--- src/sv/pmag_pkg.sv ---
`default_nettype none
package pmag_pkg;

	localparam int FRAC_BITS = 16;
	localparam int SIDE_BITS = 5;
	localparam int CELL_BITS = 3 * SIDE_BITS;
	localparam int WGT_BITS  = FRAC_BITS + 1;
	localparam int SUM_BITS  = 48;

	typedef logic [WGT_BITS-1:0] wgt_t;
	typedef logic [SUM_BITS-1:0] sum_t;

	typedef enum logic [1:0] {
		KERN_NGP = 2'd0,
		KERN_CIC = 2'd1,
		KERN_TSC = 2'd2,
		KERN_RSV = 2'd3
	} kern_t;

	typedef enum logic [1:0] {
		OP_DEPOSIT = 2'd0,
		OP_READ    = 2'd1,
		OP_CLEAR   = 2'd2,
		OP_NONE    = 2'd3
	} op_t;

	typedef enum logic [1:0] {
		CFG_KERNEL  = 2'd0,
		CFG_VALUES  = 2'd1,
		CFG_WEIGHTS = 2'd2,
		CFG_NORM    = 2'd3
	} cfg_idx_t;

endpackage
`default_nettype wire

--- src/sv/pmag_axis_unit.sv ---
`default_nettype none
module pmag_axis_unit (
	input  wire logic [1:0]                      scheme,
	input  wire logic [pmag_pkg::FRAC_BITS-1:0]  frac,
	input  wire logic [1:0]                      slot,
	output pmag_pkg::wgt_t                       weight
);
	localparam logic [16:0] KHALF = 17'd1 << (pmag_pkg::FRAC_BITS - 1);
	localparam logic [16:0] KONE  = 17'd1 << pmag_pkg::FRAC_BITS;
	localparam logic [16:0] KHALF3 = 17'd3 << (pmag_pkg::FRAC_BITS - 1);
	localparam logic [35:0] INNER = 36'd3 << (2 * pmag_pkg::FRAC_BITS - 1);

	logic [16:0] f;
	logic        lt, gt, use_inner, is_zero;
	logic [16:0] x;
	logic [35:0] prod, val, rnd;

	assign f  = {1'b0, frac};
	assign lt = f < KHALF;
	assign gt = f > KHALF;

	// One squarer serves every triangular-shaped-cloud weight.
	always_comb begin
		x = '0;
		use_inner = 1'b0;
		is_zero = 1'b0;
		case (slot)
			2'd0: begin
				x = KHALF - f;
				is_zero = !lt;
			end
			2'd1: begin
				if (lt) begin
					x = f;
					use_inner = 1'b1;
				end else begin
					x = KHALF3 - f;
				end
			end
			2'd2: begin
				if (lt) begin
					x = KHALF + f;
				end else if (gt) begin
					x = KONE - f;
					use_inner = 1'b1;
				end else begin
					x = KONE;
				end
			end
			default: begin
				x = f - KHALF;
				is_zero = !gt;
			end
		endcase
	end

	assign prod = {19'd0, x} * {19'd0, x};
	assign val  = use_inner ? (INNER - {prod[34:0], 1'b0}) : prod;
	assign rnd  = (val + {19'd0, KONE}) >> (pmag_pkg::FRAC_BITS + 1);

	always_comb begin
		weight = '0;
		case (scheme)
			pmag_pkg::KERN_CIC: begin
				if (slot == 2'd1)
					weight = KONE - f;
				else if (slot == 2'd2)
					weight = f;
			end
			pmag_pkg::KERN_TSC: begin
				if (!is_zero)
					weight = rnd[16:0];
			end
			default: begin
				if ((slot == 2'd1 && f <= KHALF) || (slot == 2'd2 && f > KHALF))
					weight = KONE;
			end
		endcase
	end
endmodule
`default_nettype wire

--- config.mk ---
export PLATFORM = sky130hd
export DESIGN_NAME = pmag_axis_unit
export DESIGN_NICKNAME = d
export VERILOG_FILES = /design/src/sv/pmag_pkg.sv /design/src/sv/pmag_axis_unit.sv
export SDC_FILE = /design/constraint.sdc
export NUM_CORES = 1
export LEC_CHECK = 0
export ABC_CLOCK_PERIOD_IN_PS = 12100
export BUFFER_PORTS_ARGS = -buffer_cell sky130_fd_sc_hd__buf_2
export CAP_MARGIN = 10
export CORE_MARGIN = 2
export CORE_UTILIZATION = 55
export DETAILED_ROUTE_END_ITERATION = 16
export PLACE_DENSITY = 0.84
export SYNTH_ARGS = -nofsm -noshare
export SYNTH_HDL_FRONTEND = slang
export SYNTH_SLANG_ARGS = --single-unit
--- constraint.sdc ---
create_clock -name vclk -period 12.1
set_input_delay 0 -clock vclk [all_inputs]
set_output_delay 0 -clock vclk [all_outputs]
set_load 0.02 [all_outputs]
; ---- Yosys cells after proc, flatten, opt, wreduce, memory -nomap -nowiden
; Cells that the tools add are included.
[op_classes]
n_eq_ne = 4
order_cmp = 3
addsub = 7
n_reduce_logical = 7
n_mul = 1
mux = 15
[op_table]
columns = operator, n
row1 = 17-bit two-way mux, 6
row2 = 17-bit one-hot mux with 3 select lines, 1
row3 = 34-bit by 17-bit adder with 34-bit output (second input constant), 1
row4 = 17-bit by 17-bit multiplier with 34-bit output, 1
row5 = 34-bit two-way mux, 1
row6 = 17-bit one-hot mux with 2 select lines, 1
row7 = 17-bit by 16-bit subtractor with 17-bit output (first input constant), 2
row8 = 33-bit by 34-bit subtractor with 34-bit output (first input constant), 1
row9 = 16-bit by 16-bit adder with 17-bit output (first input constant), 1
row10 = 16-bit by 16-bit subtractor with 17-bit output (first input constant), 1
row11 = 16-bit by 16-bit subtractor with 17-bit output (second input constant), 1
row12 = 16-bit greater-than comparator (second input constant), 1
row13 = 16-bit less-or-equal comparator (second input constant), 1
row14 = 16-bit < comparator (second input constant), 1
row15 = 16-bit two-way mux, 1
row16 = 2-bit by 1-bit equality test with 1-bit output (second input constant), 2
row17 = 2-bit equality test (second input constant), 2
row18 = 1-bit one-hot mux with 2 select lines, 2
row19 = 1-bit two-way mux, 3
row20 = 1-bit logical AND, 2
row21 = 1-bit logical NOT, 2
row22 = 2-bit logical NOT, 1
row23 = 2-bit OR reduction, 1
row24 = 1-bit logical OR, 1
[word_totals]
output_inout_bits = 17
regBits = 0
word_cells = 37
input_bits = 20

; ---- Depth between registers and ports, before layout
[logic_depth]
ltp_word = 10
depth_mapped = 44
ltp_nobuf = 40

; ---- Worst setup path before layout
; Ideal clock, no wire load.
[synth_timing]
path_type = input to output
startpoint = input port frac[2] in the netlist's numbering
endpoint = output port weight[15]
n_path_buf = 3
t_arrival_ps = 10727
t_required_ps = 12100
slack_ps = 1373
stages = 37
cell_sequence = clkbuf_1 > or3_1 > or3_1 > or3_1 > or3_1 > or3_1 > or3_1 > ha_1 > o21ai_0 > a21oi_1 > o21ai_0 > o21a_1 > clkbuf_1 > nand2_1 > fa_1 > inv_1 > fa_1 > fa_1 > fa_1 > fa_1 > inv_1 > fa_1 > inv_1 > ha_1 > clkbuf_1 > a211oi_1 > o21ai_0 > and3_1 > a211oi_2 > a31o_2 > nor3b_1 > and3_1 > or3_1 > a211o_1 > or3_4 > nor4b_1 > o31ai_1
[synth_between]
elab_chain_cells = 10
word_cells_on_any_way = 25
cone_classes = 7 x add/sub / 1 x mul / 2 x order compare / 13 x mux / 2 x reduce/logical
[synth_rtl]
columns = item, line_no
row1 = "start, declared", pmag_axis_unit.sv:4  ; input wire logic [pmag_pkg::FRAC_BITS-1:0] frac,
row2 = 17-bit by 16-bit subtractor with 17-bit output / 16-bit greater-than comparator (equally long branches), "pmag_axis_unit.sv:44, pmag_axis_unit.sv:66, pmag_axis_unit.sv:20"
row3 = 17-bit two-way mux, pmag_axis_unit.sv:43  ; end else if (gt) begin
row4 = 17-bit two-way mux, pmag_axis_unit.sv:41  ; if (lt) begin
row5 = 17-bit one-hot mux with 3 select lines, pmag_axis_unit.sv:27  ; case (slot)
row6 = 17-bit by 17-bit multiplier with 34-bit output, pmag_axis_unit.sv:57  ; assign prod = {19'd0, x} * {19'd0, x};
row7 = 33-bit by 34-bit subtractor with 34-bit output, pmag_axis_unit.sv:58  ; assign val = use_inner ? (INNER - {prod[34:0], 1'b0}) : prod;
row8 = 34-bit two-way mux, pmag_axis_unit.sv:58
row9 = 34-bit by 17-bit adder with 34-bit output, pmag_axis_unit.sv:59  ; assign rnd = (val + {19'd0, KONE}) >> (pmag_pkg::FRAC_BITS + 1);
row10 = 17-bit two-way mux, pmag_axis_unit.sv:71  ; if (!is_zero)
row11 = 17-bit one-hot mux with 2 select lines (*), pmag_axis_unit.sv:63  ; case (scheme)
row12 = "end, declared", pmag_axis_unit.sv:6  ; output pmag_pkg::wgt_t weight
; Mark *: on every way between the ends. The rest lies on a longest branch, timed or not.

; ---- Final worst setup path
; Same ends and word-level chain as after synthesis.

==> flow_metrics.py <==
metrics = {
    "synthesis": {
        "synthTopCellsByArea": "fa_1 34%, ha_1 13%, inv_1 10%, nand2_1 4.9%, nor2_1 4.6%",
        "avgSynthCellArea_um2": 7.75,
        "synth.top_cell.area_share_pct": 34.4,
        "syn_area_mm2": 0.0111,
        "synth_top_cell_by_area": "fa_1",
        "synth_common_cells": "301 x inv_1, 190 x fa_1, 144 x nand2_1, 135 x nor2_1, 113 x ha_1",
        "yosys_warnings": 0,
        "synth_seq_area_share_pct": 0,
        "synth_most_common_cell": "inv_1",
        "synthCells": 1428,
        "synth.distinct_cells": 81,
        "syn-num-nets": 1751,
    },
    "placement": {
        "hpwl_um": 25300,
        "io_buffer_count": 37,
        "gp_congestion": 0.964,
    },
    "final_layout": {
        "nClkBuffers": 0,
        "regArea_um2": 0,
        "drive_above_1_share_pct": 5.75,
        "area_growth_pct": 3.62,
        "nFlopsAndLatches": 0,
        "antennaDiodeCount": 0,
        "fin_nets": 1750,
        "final_core_util_pct": 58.5,
    },
    "worst_hold_path": {
        "min_from": "frac[0]",
        "min_path_type": "input pin to output pin",
    },
    "sta": {
        "finalSetupViolations": 0,
        "maxSlewViolCount": 0,
        "grt_setup_unrepaired": "no",
        "tns_ps": 0,
        "max_slew_margin_pct": 38.9,
        "worst_pin_slew_ps": 911,
        "finalCriticalPeriod_ps": 11290,
        "finalCritPeriodShare_pct": 93.3,
        "fmaxAchievable_ghz": 0.0886,
        "hold_viol_final": 0,
    },
    "setup_path": {
        "critPathKind": "input pin to output pin",
        "worst_setup_path_end_kind": "output pin",
        "cpMostUsedCell": "or3_1",
        "cp.arrival_ps": 11290,
        "slowest_delay_ps": 540,
        "critical_path_required_ps": 12100,
        "crit_path_start": "frac[2]",
        "crit_path_start_kind": "input pin",
        "crit_fanout": 11,
        "cpMaxStageDelayCell": "fa_1",
    },
    "detailed_routing": {
        "via_per_inst": 5.93,
        "wirelength_um": 29800,
        "dr.pass1.iters": 6,
        "ant_nets": 0,
        "drc": 0,
        "num_vias": 10000,
        "wl_per_cell_um": 17.6,
        "drt_iter0_drc": 828,
    },
    "run": {
        "drv_cap": 0,
    },
    "global_route": {
        "antenna_found_initial": 0,
        "grt_pass1_vias": 10200,
        "grt_pass1_wl_um": 49700,
        "grt_overflow": 0,
        "grt_max_degree": 37,
        "track_usage_pct": 28.2,
    },
    "floorplanning": {
        "rows": 51,
        "ios": 37,
        "die_area_mm2": 0.0213,
        "die_x_um": 146,
        "core_mm2": 0.0196,
        "start_util_pct": 56.5,
        "die_h_um": 146,
    },
    "clocking": {
        "ctsHoldBuffers": 0,
        "cts-resized-gates": 0,
        "cts_setup_buffers": 0,
    },
    "outcome": {
        "outcome": "complete, no violations",
    },
}
[layout by cell type, fill, tap and decap left out, drive strengths merged, types with 5 or more instances in the layout]
cell type and instances:
a21boi 6, xor2 21, nand4 13, mux2i 10, o21a 10, fa 190
or3 24, a21o 14, inv 302, ha 113, nor3b 6, nand2 144
clkinv 6, or2 6, nor3 25, buf 53, nand3 20, o31ai 10
a31oi 8, o22ai 6, and3 17, nor2 135, a211oi 13, a21oi 55
xnor2 37, or4 5, a22oi 9, o21ai 46, and2 12, nor4 10
o211ai 13, nand2b 12, nor2b 8
[per-stage QoR]
stage	setup slack, ps	hold WS [ps]	cells	area, µm²
final	807	462	1690	11500
after global routing	143	539	1690	11500
after CTS	811	459	1690	11500
after detailed placement	878	454	1690	11500
after global placement	1080	430	1690	11500
after floorplan	1370	254	1428	11100
[worst paths after layout]
check / end / slack (ps) / cells after the start
setup / recovery: weight[15] / 810 / 36
hold / removal: weight[0] / 460 / 4
[cells by family (layout without fill, tap and decap cells)]
group / after synthesis / in the layout / synth area share [%]
AND/OR/NAND/NOR: 449 / 449 / 19.5
XOR/XNOR: 58 / 58 / 4.59
multiplexers: 12 / 12 / 1.11
adder cells (fa/ha/maj): 304 / 304 / 47.3
buffers and inverters: 364 / 361 / 12.6
AO/OA/AOI/OAI: 241 / 241 / 15.0
[routing by layer]
layer | vias to the layer above | part of all wire [%] | global-route usage (%)
li1 | 4618 | - | -
met5 | - | 0 | 0
met1 | 4813 | 39 | 36.8
met4 | 0 | 4.2 | 10.4
met3 | 92 | 8.0 | 2.38
met2 | 506 | 49 | 49.0
[worst max-delay path: cells and delay by family]
kind	cells	cell delay [ps]
adders and majority gates	8	3890
and+or+nand+nor	13	4320
AOI/OAI and AO/OA	10	2560
buffers and inverters	5	510
[area by class of cell]
cell class                 count  area, µm²
multi-input combinational   1064       9670
tap                          265        332
timing repair buffer          53        305
fill                        1766       8130
inverter                     308       1160
Power is not shown: default switching activity piles up to over one toggle a cycle in this logic, so the estimate is an artifact.
